**src/hdl/dncts_pkg.sv**
```systemverilog
// Package for the day/night color temperature scheduler.
// Holds payload structs, register indexes, the force-mode enum and the sequencer state enum.
package dncts_pkg;

  localparam int unsigned SecondsPerDay = 86400;

  // A day is 675 * 128 seconds. The remainder by 675 uses a reciprocal that is
  // exact for every dividend below 2^26.
  localparam int unsigned DayFactor = 675;
  localparam logic [26:0] DayRecip = 27'd101806633;

  typedef enum logic [2:0] {
    CfgLowTemp   = 3'd0,
    CfgHighTemp  = 3'd1,
    CfgSunrise   = 3'd2,
    CfgSunset    = 3'd3,
    CfgDuration  = 3'd4,
    CfgDayOffset = 3'd5
  } cfg_idx_e;

  typedef enum logic [1:0] {
    ForceOff  = 2'd0,
    ForceHigh = 2'd1,
    ForceLow  = 2'd2
  } force_e;

  typedef struct packed {
    logic        operation;
    logic [31:0] now;
  } in_item_t;

  typedef struct packed {
    logic [15:0] temperature;
    logic [31:0] deadline;
    logic [1:0]  force_mode;
    logic        temp_changed;
  } out_item_t;

  // Divider request and reply between the sequencer and the shared divider.
  typedef struct packed {
    logic        start;
    logic [39:0] dividend;
    logic [39:0] divisor;
  } div_req_t;

  typedef struct packed {
    logic        done;
    logic [39:0] quotient;
  } div_rsp_t;

  typedef enum logic [3:0] {
    StIdle,
    StDayAbs,
    StDayMul,
    StDayRem,
    StDaySel,
    StStops,
    StStepDiv,
    StStepWait,
    StMul,
    StRampDiv,
    StRampWait,
    StOut
  } state_e;

endpackage

```
**src/hdl/dncts_div.sv**
```systemverilog
// Shared unsigned restoring divider, one quotient bit per cycle.
// Depends on dncts_pkg for the request and reply structs.
module dncts_div
  import dncts_pkg::*;
(
  input  logic     clk_i,
  input  logic     rst_ni,
  input  div_req_t req_i,
  output div_rsp_t rsp_o
);

  localparam int unsigned W = 40;

  logic [W-1:0] quo_q, quo_d;
  logic [W-1:0] rem_q, rem_d;
  logic [W-1:0] dvs_q, dvs_d;
  logic [5:0]   cnt_q, cnt_d;
  logic         busy_q, busy_d;
  logic         done_q, done_d;
  logic [W:0]   trial;

  always_comb begin
    quo_d  = quo_q;
    rem_d  = rem_q;
    dvs_d  = dvs_q;
    cnt_d  = cnt_q;
    busy_d = busy_q;
    done_d = 1'b0;
    trial  = {rem_q, quo_q[W-1]} - {1'b0, dvs_q};
    if (req_i.start) begin
      quo_d  = req_i.dividend;
      rem_d  = '0;
      dvs_d  = req_i.divisor;
      cnt_d  = 6'(W);
      busy_d = 1'b1;
    end else if (busy_q) begin
      if (!trial[W]) begin
        rem_d = trial[W-1:0];
        quo_d = {quo_q[W-2:0], 1'b1};
      end else begin
        rem_d = {rem_q[W-2:0], quo_q[W-1]};
        quo_d = {quo_q[W-2:0], 1'b0};
      end
      cnt_d = cnt_q - 6'd1;
      if (cnt_q == 6'd1) begin
        busy_d = 1'b0;
        done_d = 1'b1;
      end
    end
  end

  always_ff @(posedge clk_i or negedge rst_ni) begin
    if (!rst_ni) begin
      busy_q <= 1'b0;
      done_q <= 1'b0;
      cnt_q  <= '0;
    end else begin
      busy_q <= busy_d;
      done_q <= done_d;
      cnt_q  <= cnt_d;
    end
  end

  always_ff @(posedge clk_i) begin
    quo_q <= quo_d;
    rem_q <= rem_d;
    dvs_q <= dvs_d;
  end

  assign rsp_o.done     = done_q;
  assign rsp_o.quotient = quo_q;

  property p_done_after_busy;
    @(posedge clk_i) disable iff (!rst_ni) done_q |-> $past(busy_q);
  endproperty
  a_done_after_busy: assert property (p_done_after_busy) else $error("divider done without busy");

  property p_start_busy;
    @(posedge clk_i) disable iff (!rst_ni) req_i.start |=> busy_q;
  endproperty
  a_start_busy: assert property (p_start_busy) else $error("divider did not start");

  property p_cnt_zero_idle;
    @(posedge clk_i) disable iff (!rst_ni) !busy_q |-> !$past(req_i.start) || busy_q;
  endproperty
  a_cnt_zero_idle: assert property (p_cnt_zero_idle) else $error("divider lost a request");

endmodule

```
**src/hdl/day_night_color_temp_scheduler_unit.sv**
```systemverilog
// Top level of the day/night color temperature scheduler.
// Depends on dncts_pkg and dncts_div (shared serial divider).
//
// The result of an item is registered after the states StDayAbs, StDayMul, StDayRem and
// StDaySel; a forced mode then goes straight to StOut, and otherwise StMul picks the
// segment, where before dawn, the day plateau and after dusk are final and a ramp waits
// on the divider. Recomputing the stops runs the divider for the step time when high is
// above low. The local day is found by a reciprocal multiplication; the step time and the
// ramp fraction run through one shared 40-bit divider at one quotient bit per cycle. One
// item is in work at a time, and the block is ready again as the result is registered.
// The result waits in an output register, so the next item can be worked on while it is
// held; only its own result then waits for that register to free.
module day_night_color_temp_scheduler_unit
  import dncts_pkg::*;
#(
  parameter int unsigned KelvinStep = 10
) (
  input  logic       clk_i,
  input  logic       rst_ni,
  input  logic       in_valid_i,
  output logic       in_ready_o,
  input  in_item_t   in_data_i,
  output logic       out_valid_o,
  input  logic       out_ready_i,
  output out_item_t  out_data_o,
  input  logic       cfg_valid_i,
  output logic       cfg_ready_o,
  input  logic [2:0] cfg_index_i,
  input  logic [31:0] cfg_data_i
);

  localparam logic signed [36:0] Day = 37'(SecondsPerDay);
  localparam logic signed [36:0] U32Max = 37'sh0FFFFFFFF;
  localparam logic [19:0] StepMax = 20'hFFFFF;

  logic [15:0] low_q, high_q;
  logic [16:0] sunrise_q, sunset_q, dur_q;
  logic signed [17:0] offset_q;

  logic [1:0]  force_q, force_d;
  logic        valid_q, valid_d;
  logic signed [36:0] day_q, day_d, dawn_q, dawn_d, rise_q, rise_d;
  logic signed [36:0] set_q, set_d, dusk_q, dusk_d, cur_day_q, cur_day_d;
  logic [19:0] step_q, step_d;
  logic [15:0] last_q, last_d;
  logic [31:0] now_q, now_d;
  logic        neg_q, neg_d;
  logic        falling_q, falling_d;
  logic [32:0] mag_q, mag_d;
  logic [16:0] dq_q, dq_d;
  logic [16:0] dr_q, dr_d;
  logic [15:0] tmp_q, tmp_d;
  logic [31:0] dl_q, dl_d;
  state_e      st_q, st_d;
  out_item_t   res_q, res_d;
  logic        ov_q, ov_d;

  div_req_t req;
  div_rsp_t rsp;

  dncts_div u_div (.clk_i, .rst_ni, .req_i(req), .rsp_o(rsp));

  assign in_ready_o  = (st_q == StIdle);
  assign cfg_ready_o = 1'b1;
  assign out_valid_o = ov_q;
  assign out_data_o  = res_q;

  function automatic logic [31:0] sat32(logic signed [36:0] v);
    if (v[36]) return 32'd0;
    if (v > U32Max) return 32'hFFFFFFFF;
    return v[31:0];
  endfunction

  // Config registers.
  always_ff @(posedge clk_i or negedge rst_ni) begin
    if (!rst_ni) begin
      low_q <= 16'd4000; high_q <= 16'd6500;
      sunrise_q <= '0; sunset_q <= '0; dur_q <= '0; offset_q <= '0;
    end else if (cfg_valid_i) begin
      unique case (cfg_index_i)
        CfgLowTemp:   low_q <= cfg_data_i[15:0];
        CfgHighTemp:  high_q <= cfg_data_i[15:0];
        CfgSunrise:   sunrise_q <= cfg_data_i[16:0];
        CfgSunset:    sunset_q <= cfg_data_i[16:0];
        CfgDuration:  dur_q <= cfg_data_i[16:0];
        CfgDayOffset: offset_q <= signed'(cfg_data_i[17:0]);
        default: ;
      endcase
    end
  end

  logic signed [36:0] x_s, nows, t0, t1, day_c, ramp_t;
  logic [32:0] mag_c;
  logic [52:0] prod_c;
  logic [26:0] qm_c;
  logic [16:0] dr_c;
  logic [16:0] diff_u, kmag;
  logic signed [16:0] diff_s, kdiff;
  logic [16:0] num_c;

  always_comb begin
    nows   = signed'({5'd0, now_q});
    x_s    = nows - 37'(offset_q);
    mag_c  = 33'(x_s[36] ? -x_s : x_s);
    // Remainder by 86400: the low 7 bits pass through, the rest is taken mod 675.
    prod_c = 53'(mag_q[32:7]) * 53'(DayRecip);
    qm_c   = 27'(dq_q) * 27'(DayFactor);
    dr_c   = {10'(27'(mag_q[32:7]) - qm_c), mag_q[6:0]};
    day_c  = neg_q ? nows + 37'(dr_q) : nows - 37'(dr_q);
    diff_s = signed'({1'b0, high_q}) - signed'({1'b0, low_q});
    diff_u = 17'(diff_s);
    t0     = falling_q ? set_q : dawn_q;
    t1     = falling_q ? dusk_q : rise_q;
    kdiff  = falling_q ? -diff_s : diff_s;
    kmag   = 17'(kdiff[16] ? -kdiff : kdiff);
    num_c  = 17'(nows - t0);
  end

  // Next state.
  always_comb begin
    st_d = st_q;
    unique case (st_q)
      StIdle:     if (in_valid_i && in_ready_o) st_d = StDayAbs;
      StDayAbs:   st_d = StDayMul;
      StDayMul:   st_d = StDayRem;
      StDayRem:   st_d = StDaySel;
      StDaySel: begin
        priority if (force_q != ForceOff) st_d = StOut;
        else if (!valid_q || day_c != day_q) st_d = StStops;
        else st_d = StMul;
      end
      StStops:    st_d = StStepDiv;
      StStepDiv:  st_d = (diff_s <= 0) ? StMul : StStepWait;
      StStepWait: if (rsp.done) st_d = StMul;
      StMul: begin
        // Ramps go on to the divider; every other segment is final here.
        priority if (nows < dawn_q) st_d = StOut;
        else if (nows < rise_q) st_d = StRampDiv;
        else if (nows < set_q) st_d = StOut;
        else if (nows < dusk_q) st_d = StRampDiv;
        else st_d = StOut;
      end
      StRampDiv:  st_d = StRampWait;
      StRampWait: if (rsp.done) st_d = StOut;
      StOut:      if (!ov_q) st_d = StIdle;
      default:    st_d = StIdle;
    endcase
  end

  // Datapath and divider requests.
  always_comb begin
    force_d = force_q; valid_d = valid_q;
    day_d = day_q; dawn_d = dawn_q; rise_d = rise_q; set_d = set_q; dusk_d = dusk_q;
    cur_day_d = cur_day_q; step_d = step_q; last_d = last_q; now_d = now_q;
    neg_d = neg_q; falling_d = falling_q; mag_d = mag_q; dq_d = dq_q; dr_d = dr_q;
    tmp_d = tmp_q; dl_d = dl_q; res_d = res_q; ov_d = ov_q;
    req = '0;
    ramp_t = '0;
    if (ov_q && out_ready_i) ov_d = 1'b0;
    unique case (st_q)
      StIdle: if (in_valid_i && in_ready_o) begin
        now_d = in_data_i.now;
        if (in_data_i.operation) begin
          force_d = (force_q == ForceOff) ? ForceHigh :
                    (force_q == ForceHigh) ? ForceLow : ForceOff;
          valid_d = 1'b0;
        end
      end
      StDayAbs: begin
        neg_d = x_s[36];
        mag_d = mag_c;
      end
      StDayMul: dq_d = prod_c[52:36];
      StDayRem: dr_d = dr_c;
      StDaySel: begin
        cur_day_d = day_c;
        if (force_q != ForceOff) begin
          tmp_d = (force_q == ForceHigh) ? high_q : low_q;
          dl_d = sat32(day_c + Day);
        end
      end
      StStops: begin
        valid_d = 1'b1;
        day_d  = cur_day_q;
        rise_d = cur_day_q + 37'(sunrise_q);
        dawn_d = cur_day_q + 37'(sunrise_q) - 37'(dur_q);
        set_d  = cur_day_q + 37'(sunset_q);
        dusk_d = cur_day_q + 37'(sunset_q) + 37'(dur_q);
      end
      StStepDiv: begin
        if (diff_s <= 0) begin
          step_d = 20'd1;
        end else begin
          req.start = 1'b1;
          req.dividend = 40'(dur_q) * 40'(KelvinStep);
          req.divisor = 40'(diff_u);
        end
      end
      StStepWait: if (rsp.done) begin
        step_d = (rsp.quotient == '0) ? 20'd1 :
                 (rsp.quotient > 40'(StepMax)) ? StepMax : rsp.quotient[19:0];
      end
      StMul: begin
        priority if (nows < dawn_q) begin
          tmp_d = low_q; dl_d = sat32(dawn_q);
        end else if (nows < rise_q) begin
          falling_d = 1'b0;
        end else if (nows < set_q) begin
          tmp_d = high_q; dl_d = sat32(set_q);
        end else if (nows < dusk_q) begin
          falling_d = 1'b1;
        end else begin
          tmp_d = low_q; dl_d = sat32(day_q + Day);
        end
      end
      StRampDiv: begin
        neg_d = kdiff[16];
        req.start = 1'b1;
        req.dividend = 40'(37'(num_c) * 37'(kmag));
        req.divisor = 40'(37'(t1 - t0));
      end
      StRampWait: if (rsp.done) begin
        ramp_t = (falling_q ? signed'({21'd0, high_q}) : signed'({21'd0, low_q})) +
                 (neg_q ? -signed'(rsp.quotient[36:0]) : signed'(rsp.quotient[36:0]));
        tmp_d = ramp_t[15:0];
        dl_d = sat32(nows + 37'(step_q));
      end
      StOut: if (!ov_q) begin
        res_d.temperature = tmp_q;
        res_d.deadline = dl_q;
        res_d.force_mode = force_q;
        res_d.temp_changed = (tmp_q != last_q);
        last_d = tmp_q;
        ov_d = 1'b1;
      end
      default: ;
    endcase
  end

  always_ff @(posedge clk_i or negedge rst_ni) begin
    if (!rst_ni) begin
      st_q <= StIdle; force_q <= ForceOff; valid_q <= 1'b0; ov_q <= 1'b0;
      day_q <= '0; dawn_q <= '0; rise_q <= '0; set_q <= '0; dusk_q <= '0;
      step_q <= 20'd1; last_q <= '0;
    end else begin
      st_q <= st_d; force_q <= force_d; valid_q <= valid_d; ov_q <= ov_d;
      day_q <= day_d; dawn_q <= dawn_d; rise_q <= rise_d; set_q <= set_d;
      dusk_q <= dusk_d; step_q <= step_d; last_q <= last_d;
    end
  end

  always_ff @(posedge clk_i) begin
    now_q <= now_d; neg_q <= neg_d; falling_q <= falling_d; mag_q <= mag_d;
    dq_q <= dq_d; dr_q <= dr_d; tmp_q <= tmp_d; dl_q <= dl_d;
    cur_day_q <= cur_day_d; res_q <= res_d;
  end

  property p_no_accept_busy;
    @(posedge clk_i) disable iff (!rst_ni) (st_q != StIdle) |-> !in_ready_o;
  endproperty
  a_no_accept_busy: assert property (p_no_accept_busy) else $error("ready while busy");

  property p_force_legal;
    @(posedge clk_i) disable iff (!rst_ni) force_q != 2'd3;
  endproperty
  a_force_legal: assert property (p_force_legal) else $error("bad force mode");

  property p_step_nonzero;
    @(posedge clk_i) disable iff (!rst_ni) step_q != '0;
  endproperty
  a_step_nonzero: assert property (p_step_nonzero) else $error("zero step time");

  property p_out_from_st;
    @(posedge clk_i) disable iff (!rst_ni) $rose(ov_q) |-> $past(st_q) == StOut;
  endproperty
  a_out_from_st: assert property (p_out_from_st) else $error("result without sequencer");

endmodule

```
**config.mk**
```make
export PLATFORM = sky130hd
export DESIGN_NAME = day_night_color_temp_scheduler_unit
export DESIGN_NICKNAME = d
export VERILOG_FILES = /design/src/hdl/dncts_pkg.sv /design/src/hdl/dncts_div.sv /design/src/hdl/day_night_color_temp_scheduler_unit.sv
export SDC_FILE = /design/constraint.sdc
export NUM_CORES = 2
export LEC_CHECK = 0
export ABC_AREA = 1
export BUFFER_PORTS_ARGS = -buffer_cell sky130_fd_sc_hd__buf_2
export CAP_MARGIN = 40
export CELL_PAD_IN_SITES_DETAIL_PLACEMENT = 2
export CELL_PAD_IN_SITES_GLOBAL_PLACEMENT = 2
export CORE_MARGIN = 2
export CORE_UTILIZATION = 39
export DETAILED_ROUTE_END_ITERATION = 16
export HOLD_SLACK_MARGIN = 0.06
export PLACE_DENSITY_LB_ADDON = 0.12
export SLEW_MARGIN = 20
export SYNTH_ARGS = -nofsm -noshare
export SYNTH_HDL_FRONTEND = slang
export SYNTH_SLANG_ARGS = --single-unit
```
**constraint.sdc**
```tcl
create_clock -name clk_i -period 11.6 [get_ports clk_i]
set_clock_uncertainty 0.05 [all_clocks]
set_input_delay 2.32 -clock clk_i [delete_from_list [all_inputs] [get_ports clk_i]]
set_output_delay 2.32 -clock clk_i [all_outputs]
set_load 0.02 [all_outputs]
```
# Word level (Yosys, flattened, before mapping)
# Cells that the tools add are included.
[word_totals]
elab_cells = 263
output_inout_bits = 54
reg_bits = 695
in_bits = 73
[op_classes]
addsub = 21
n_mul = 4
reduce_logical = 29
n_eq_ne = 30
bitwise = 2
mux = 130
order_cmp = 11
[ops]
columns = ["operator", "n"]
rows = [
  ["2-to-1 mux 32 bit", 26],
  ["one-hot mux 81 bit (2 select lines)", 1],
  ["> comparator 37 x 33 -> 1 bit (second input constant)", 4],
  ["less-than comparator 33 x 37 -> 1 bit", 4],
  ["2-to-1 mux 16 bit", 9],
  ["2-to-1 mux 40 bit", 3],
  ["adder 37 x 17 -> 37 bit", 3],
  ["2-to-1 mux 37 bit", 3],
  ["one-hot mux 32 bit (3 select lines)", 1],
  ["2-to-1 mux 81 bit", 1],
  ["2-to-1 mux 20 bit", 4],
  ["adder 37 x 18 -> 37 bit (second input constant)", 2],
  ["2-to-1 mux 1 bit", 59],
  ["multiplier 26 x 27 -> 53 bit (second input constant)", 1],
  ["one-hot mux 16 bit (3 select lines)", 1],
  ["one-hot mux 4 bit (12 select lines)", 1],
  ["subtractor 41 x 40 -> 41 bit", 1],
  ["> comparator 40 x 20 -> 1 bit (second input constant)", 1],
  ["logical NOT 40 bit", 1],
  ["one-hot mux 20 bit (2 select lines)", 1],
  ["!= test 37 bit", 1],
  ["subtractor 37 x 17 -> 37 bit", 1],
  ["subtractor 37 bit", 1],
  ["multiplier 17 x 17 -> 34 bit", 1],
  ["49 further kinds", 96],
]

# Logic depth before layout (Yosys ltp)
[logic_depth]
depth_word = 20
mapped_depth = 56
depth_no_buf = 56

# Modules after synthesis
# A second synthesis with hierarchy kept.
[unflattened]
cells_unflattened = 9680
area_unflattened_um2 = 72694.7
[modules_own_cells]
columns = ["mod", "cells_per_inst", "instances", "area_per_inst_um2", "seq_area_each_um2"]
rows = [
  ["day_night_color_temp_scheduler_unit", 8450, 1, 64232.9, 15015.7],
  ["dncts_div", 1230, 1, 8461.9, 3403.3],
]

# Least setup slack after synthesis
# Ideal clock, no wire load.
[synth_timing]
path_type = "flip-flop to flip-flop"
start = "reg falling_q"
end = "reg u_div.quo_q[30], data pin"
setup_slack_ps = 2261
path_stages_with_launch = 49
n_path_buf = 5
arrival_ps = 9029
setup_time_ps = 260
required_time_ps = 11290
period_less_slack_ps = 9339
path_cell_list = "edfxtp_1 -> clkbuf_1 -> clkbuf_1 -> clkbuf_1 -> clkbuf_1 -> nand2_1 -> o21ai_0 -> ha_1 -> inv_1 -> fa_1 -> nand2_1 -> nand2_1 -> a21oi_1 -> o31ai_1 -> a21o_1 -> a21oi_1 -> nor2_1 -> o21ai_0 -> [13 not listed] -> fa_1 -> fa_1 -> inv_1 -> fa_1 -> inv_1 -> ha_1 -> a21oi_1 -> o21ai_0 -> a21oi_1 -> o21ai_0 -> a21boi_0 -> inv_1 -> nand2_1 -> nand2_1 -> a21oi_1 -> o21ai_0 -> nor2_1 -> o21ai_0"
[synth_between]
elab_chain_cells = 6
elab_cells_between_ends = 8
cone_classes = "2 x add/sub; 1 x mul; 5 x mux"
[synth_rtl]
columns = ["element", "line_no", "rtl"]
rows = [
  ["start, declared", "day_night_color_temp_scheduler_unit.sv:48", "logic falling_q, falling_d;"],
  ["start signal, assigned", "day_night_color_temp_scheduler_unit.sv:253", "now_q <= now_d; neg_q <= neg_d; falling_q <= falling_d; mag_q <= mag_d;"],
  ["2-to-1 mux 17 bit", "day_night_color_temp_scheduler_unit.sv:114", "kdiff = falling_q ? -diff_s : diff_s;"],
  ["negator 17 bit", "day_night_color_temp_scheduler_unit.sv:115", "kmag = 17'(kdiff[16] ? -kdiff : kdiff);"],
  ["2-to-1 mux 17 bit", "day_night_color_temp_scheduler_unit.sv:115", ""],
  ["multiplier 17 x 17 -> 34 bit *", "day_night_color_temp_scheduler_unit.sv:219", "req.dividend = 40'(37'(num_c) * 37'(kmag));"],
  ["one-hot mux 81 bit (2 select lines) *", "day_night_color_temp_scheduler_unit.sv:160", "unique case (st_q)"],
  ["2-to-1 mux 40 bit *", "dncts_div.sv:30", "if (req_i.start) begin"],
  ["named net u_div.quo_d[30]", "dncts_div.sv:14", "logic [W-1:0] quo_q, quo_d;"],
  ["end signal, assigned", "dncts_div.sv:65", "quo_q <= quo_d;"],
  ["end, declared", "dncts_div.sv:14", ""],
]
# The timed path passes the listed nets; every way through them passes the cells marked *.
# A chain may end at the register's enable or synchronous reset.

# Worst setup path after layout
[layout_timing]
start = "reg high_q[0]"
end = "reg u_div.quo_q[30], data pin"
[layout_between]
elab_chain_cells = 8
elab_cells_between_ends = 10
cone_classes = "3 x add/sub; 1 x mul; 1 x order compare; 5 x mux"
[layout_rtl]
columns = ["element", "line_no", "rtl"]
rows = [
  ["start, declared", "day_night_color_temp_scheduler_unit.sv:36", "logic [15:0] low_q, high_q;"],
  ["start signal, assigned", "day_night_color_temp_scheduler_unit.sv:82", "CfgHighTemp: high_q <= cfg_data_i[15:0];"],
  ["subtractor 16 x 16 -> 17 bit *", "day_night_color_temp_scheduler_unit.sv:110", "diff_s = signed'({1'b0, high_q}) - signed'({1'b0, low_q});"],
  ["negator 17 bit", "day_night_color_temp_scheduler_unit.sv:114", ""],
  ["2-to-1 mux 17 bit", "day_night_color_temp_scheduler_unit.sv:114", ""],
  ["negator 17 bit", "day_night_color_temp_scheduler_unit.sv:115", ""],
  ["2-to-1 mux 17 bit", "day_night_color_temp_scheduler_unit.sv:115", ""],
  ["multiplier 17 x 17 -> 34 bit", "day_night_color_temp_scheduler_unit.sv:219", ""],
  ["one-hot mux 81 bit (2 select lines) *", "day_night_color_temp_scheduler_unit.sv:160", ""],
  ["2-to-1 mux 40 bit *", "dncts_div.sv:30", ""],
  ["named net u_div.quo_d[30]", "dncts_div.sv:14", ""],
]
# Marked as above.

==> summary.txt <==
Status
  • Status: finished, final reports clean

STA
  • Hold WS: ~370 ps
  • Slew HR: 0.364
  • Peak Freq: between 0.09 and 0.1 GHz
  • Slew @ Worst Pin: around 950 ps
  • Final setup vio count: 0
  • Final period util: 0.956
  • Clock period minus worst slack: about 11000 ps
  • Final Hold Vio Count: 0
  • Max Slew Vio Count: 0

Synthesis
  • Seq/Total Area, Yosys: 0.252
  • Post-synth EDFFs: 304
  • Post-synthesis average cell area: 7.56 um2
  • Synth Flop Type: dfrtp_1
  • Asr flop ratio synth: 0.493
  • Warnings from Yosys: 0
  • Mapped cell area: around 73000 um2
  • Seq cells post-synth: ~680
  • Synth cell types: between 70 and 80
  • Syn Inst Count: ~9600
  • Mapped Nets: between 10000 and 15000

Critical path
  • Kind of start point of the critical path: flop
  • Most used cell along the critical path: inv_1
  • Crit. End Element: flop
  • Slowest cell on the critical path: fa_1
  • CP max stage delay: 580 ps
  • Kind of critical path: reg2reg
  • WP data required: between 10000 and 15000 ps
  • Critical path data arrival time: 11630 ps
  • Max FO, Critical Path: 15

Global routing
  • GR Util met3: 0.0364
  • Initial antenna violation count: 20
  • Overall routing resource usage: 0.351
  • Met2 Track Usage GR: 0.587
  • Met1 usage: 0.454
  • Total congestion overflow: 0
  • First-pass GRT wire length: about 500 mm
  • Pin count of the biggest net entering global routing: 121
  • Busiest grt layer: met2
  • Vias in the first global route: 76500

Layout
  • Most frequent cells in the layout: nand2_1, inv_1, ha_1
  • Final cell count without fillers: 12300
  • Final Net Count: between 10000 and 15000
  • Layout cells sized above 1: 0.0583
  • Commonest non-fill, non-tap cell in the layout: nand2_1
  • Synth-to-layout area growth: 10.4%

Placed design
  • I/O Buffers: ~110
  • Detailed Place HPWL: about 270 mm
  • Routability cong.: 0.933
  • Placed cells: 12100

Detailed routing
  • Drt drc: 0
  • Drt pass-1 iters: 5
  • Via count: 69800
  • Via density: ~5.7
  • Initial drt markers: 4672
  • Final ANT Viol Nets: 0
  • DR WL/cell: roughly 27 um
  • WL final: between 300 and 400 mm

CTS
  • CTS Sinks: between 600 and 700
  • CTS tree: done
  • Clock Latency Late Sink: approximately 770 ps
  • Clock buffers created by TritonCTS: 93
  • Clock buffer depth: 3
  • CTS H-Tree Depth: 3
  • CTS Root Cell: clkbuf_16
  • Cts hold-fix bufs: 0
  • Worst-path clk slew: roughly 60 ps

Die
  • Io pins: 127
  • Chip height: 436 um
  • Rows: between 150 and 200
  • Core Box Area: 185000 um2
  • Initial core utilization: 0.392
  • Die width: 436 um
  • Die ar.: between 150000 and 200000 um2

Flow run
  • Max_cap viols: 0

Min path
  • Hold crit path type: reg2reg
metrics by stage:
step | area (um2) | setup TNS [ps] | worst slack [ps] | util
after global routing | 80100 | -7.70 | -7.70 | 0.433
after CTS | 79900 | 0 | 79.2 | 0.431
after floorplan | 72600 | 0 | 2260 | -
after detailed placement | 76700 | 0 | 214 | 0.414
after global placement | 76500 | 0 | 620 | 0.413
final | 80100 | 0 | 513 | 0.433
worst paths after layout:
kind / startpoint / end / slack (ps) / cells after the start
max: high_q[0] / u_div.quo_q[30] / 510 / 49
min: dl_q[30] / out_data_o[33] / 370 / 0
max reg2reg: high_q[0] / u_div.quo_q[30] / 510 / 49
min reg2reg: dl_q[30] / out_data_o[33] / 370 / 0
max in group asynchronous: rst_ni / dur_q[3] / 7900 / 3
min in group asynchronous: rst_ni / dusk_q[33] / 1520 / 1
synth_stat cells, types with 109 or more instances:
master | number | area (um2)
nand2_1 | 2195 | 8240
o21ai_0 | 706 | 3530
inv_1 | 1618 | 6070
nor2_1 | 707 | 2650
clkbuf_1 | 186 | 698
xnor2_1 | 121 | 1060
edfxtp_1 | 304 | 9130
nand4_1 | 128 | 801
fa_1 | 436 | 8730
a21oi_1 | 683 | 3420
ha_1 | 833 | 10400
nand3_1 | 364 | 1820
nor3_1 | 109 | 546
dfrtp_1 | 322 | 8060
xor2_1 | 249 | 2180
what timing repair did:
action,CTS,global route
resized for setup,0,4
buffers inserted,0,0
endpoints found under the setup margin,0,12
worst max-delay path, delay by kind of cell, from the launching register on:
family / cells / cell delay [ps]
compound gates: 9 / 1950
fa+ha+maj: 11 / 4490
buf+inv: 13 / 1520
flops: 1 / 420
simple gates: 16 / 2540
layer usage:
metal | share of wire | up-vias
met1 | 0.43 | 36100
met2 | 0.47 | 1651
met3 | 0.045 | 521
met4 | 0.052 | 6
li1 | - | 31500
met5 | 0.00012 | -
flip-flops by register name, summed over array words and instances (netlist names), 16 cells and up:
| name | count |
|---|---|
| day_q | 34 |
| step_q | 20 |
| tmp_q | 16 |
| set_q | 37 |
| now_q | 32 |
| high_q | 16 |
| low_q | 16 |
| out_data_o | 51 |
| u_div.quo_q | 40 |
| mag_q | 33 |
| dl_q | 32 |
| u_div.dvs_q | 37 |
| dawn_q | 37 |
| offset_q | 18 |
| last_q | 16 |
| cur_day_q | 34 |
| u_div.rem_q | 40 |
| rise_q | 37 |
| dr_q | 17 |
| dusk_q | 37 |
| sunset_q | 17 |
| dur_q | 17 |
| sunrise_q | 17 |
final cells by class:
type	count	area [um2]
antenna	5	12.5
clock buffer	128	2630
clock inverter	48	551
fill	21500	105000
inverter	1655	6220
multi-input combinational	7049	47300
sequential	679	18300
tap	2480	3100
timing repair buffer	264	2010
cell families (layout without fill, tap and decap cells):
family                   after synthesis  count (layout)  synth area share
adder cells (fa/ha/maj)             1269            1269             0.264
buffers and inverters               1874            2095            0.0979
AND/OR/NAND/NOR                     3654            3654             0.208
AO/OA/AOI/OAI                       1753            1753             0.133
multiplexers                           2               2          0.000276
other                                  1               6         0.0000516
XOR/XNOR                             370             370            0.0446
flip-flops                           679             679             0.252
Power is not shown: default switching activity piles up to over one toggle a cycle in this logic, so the estimate is an artifact.
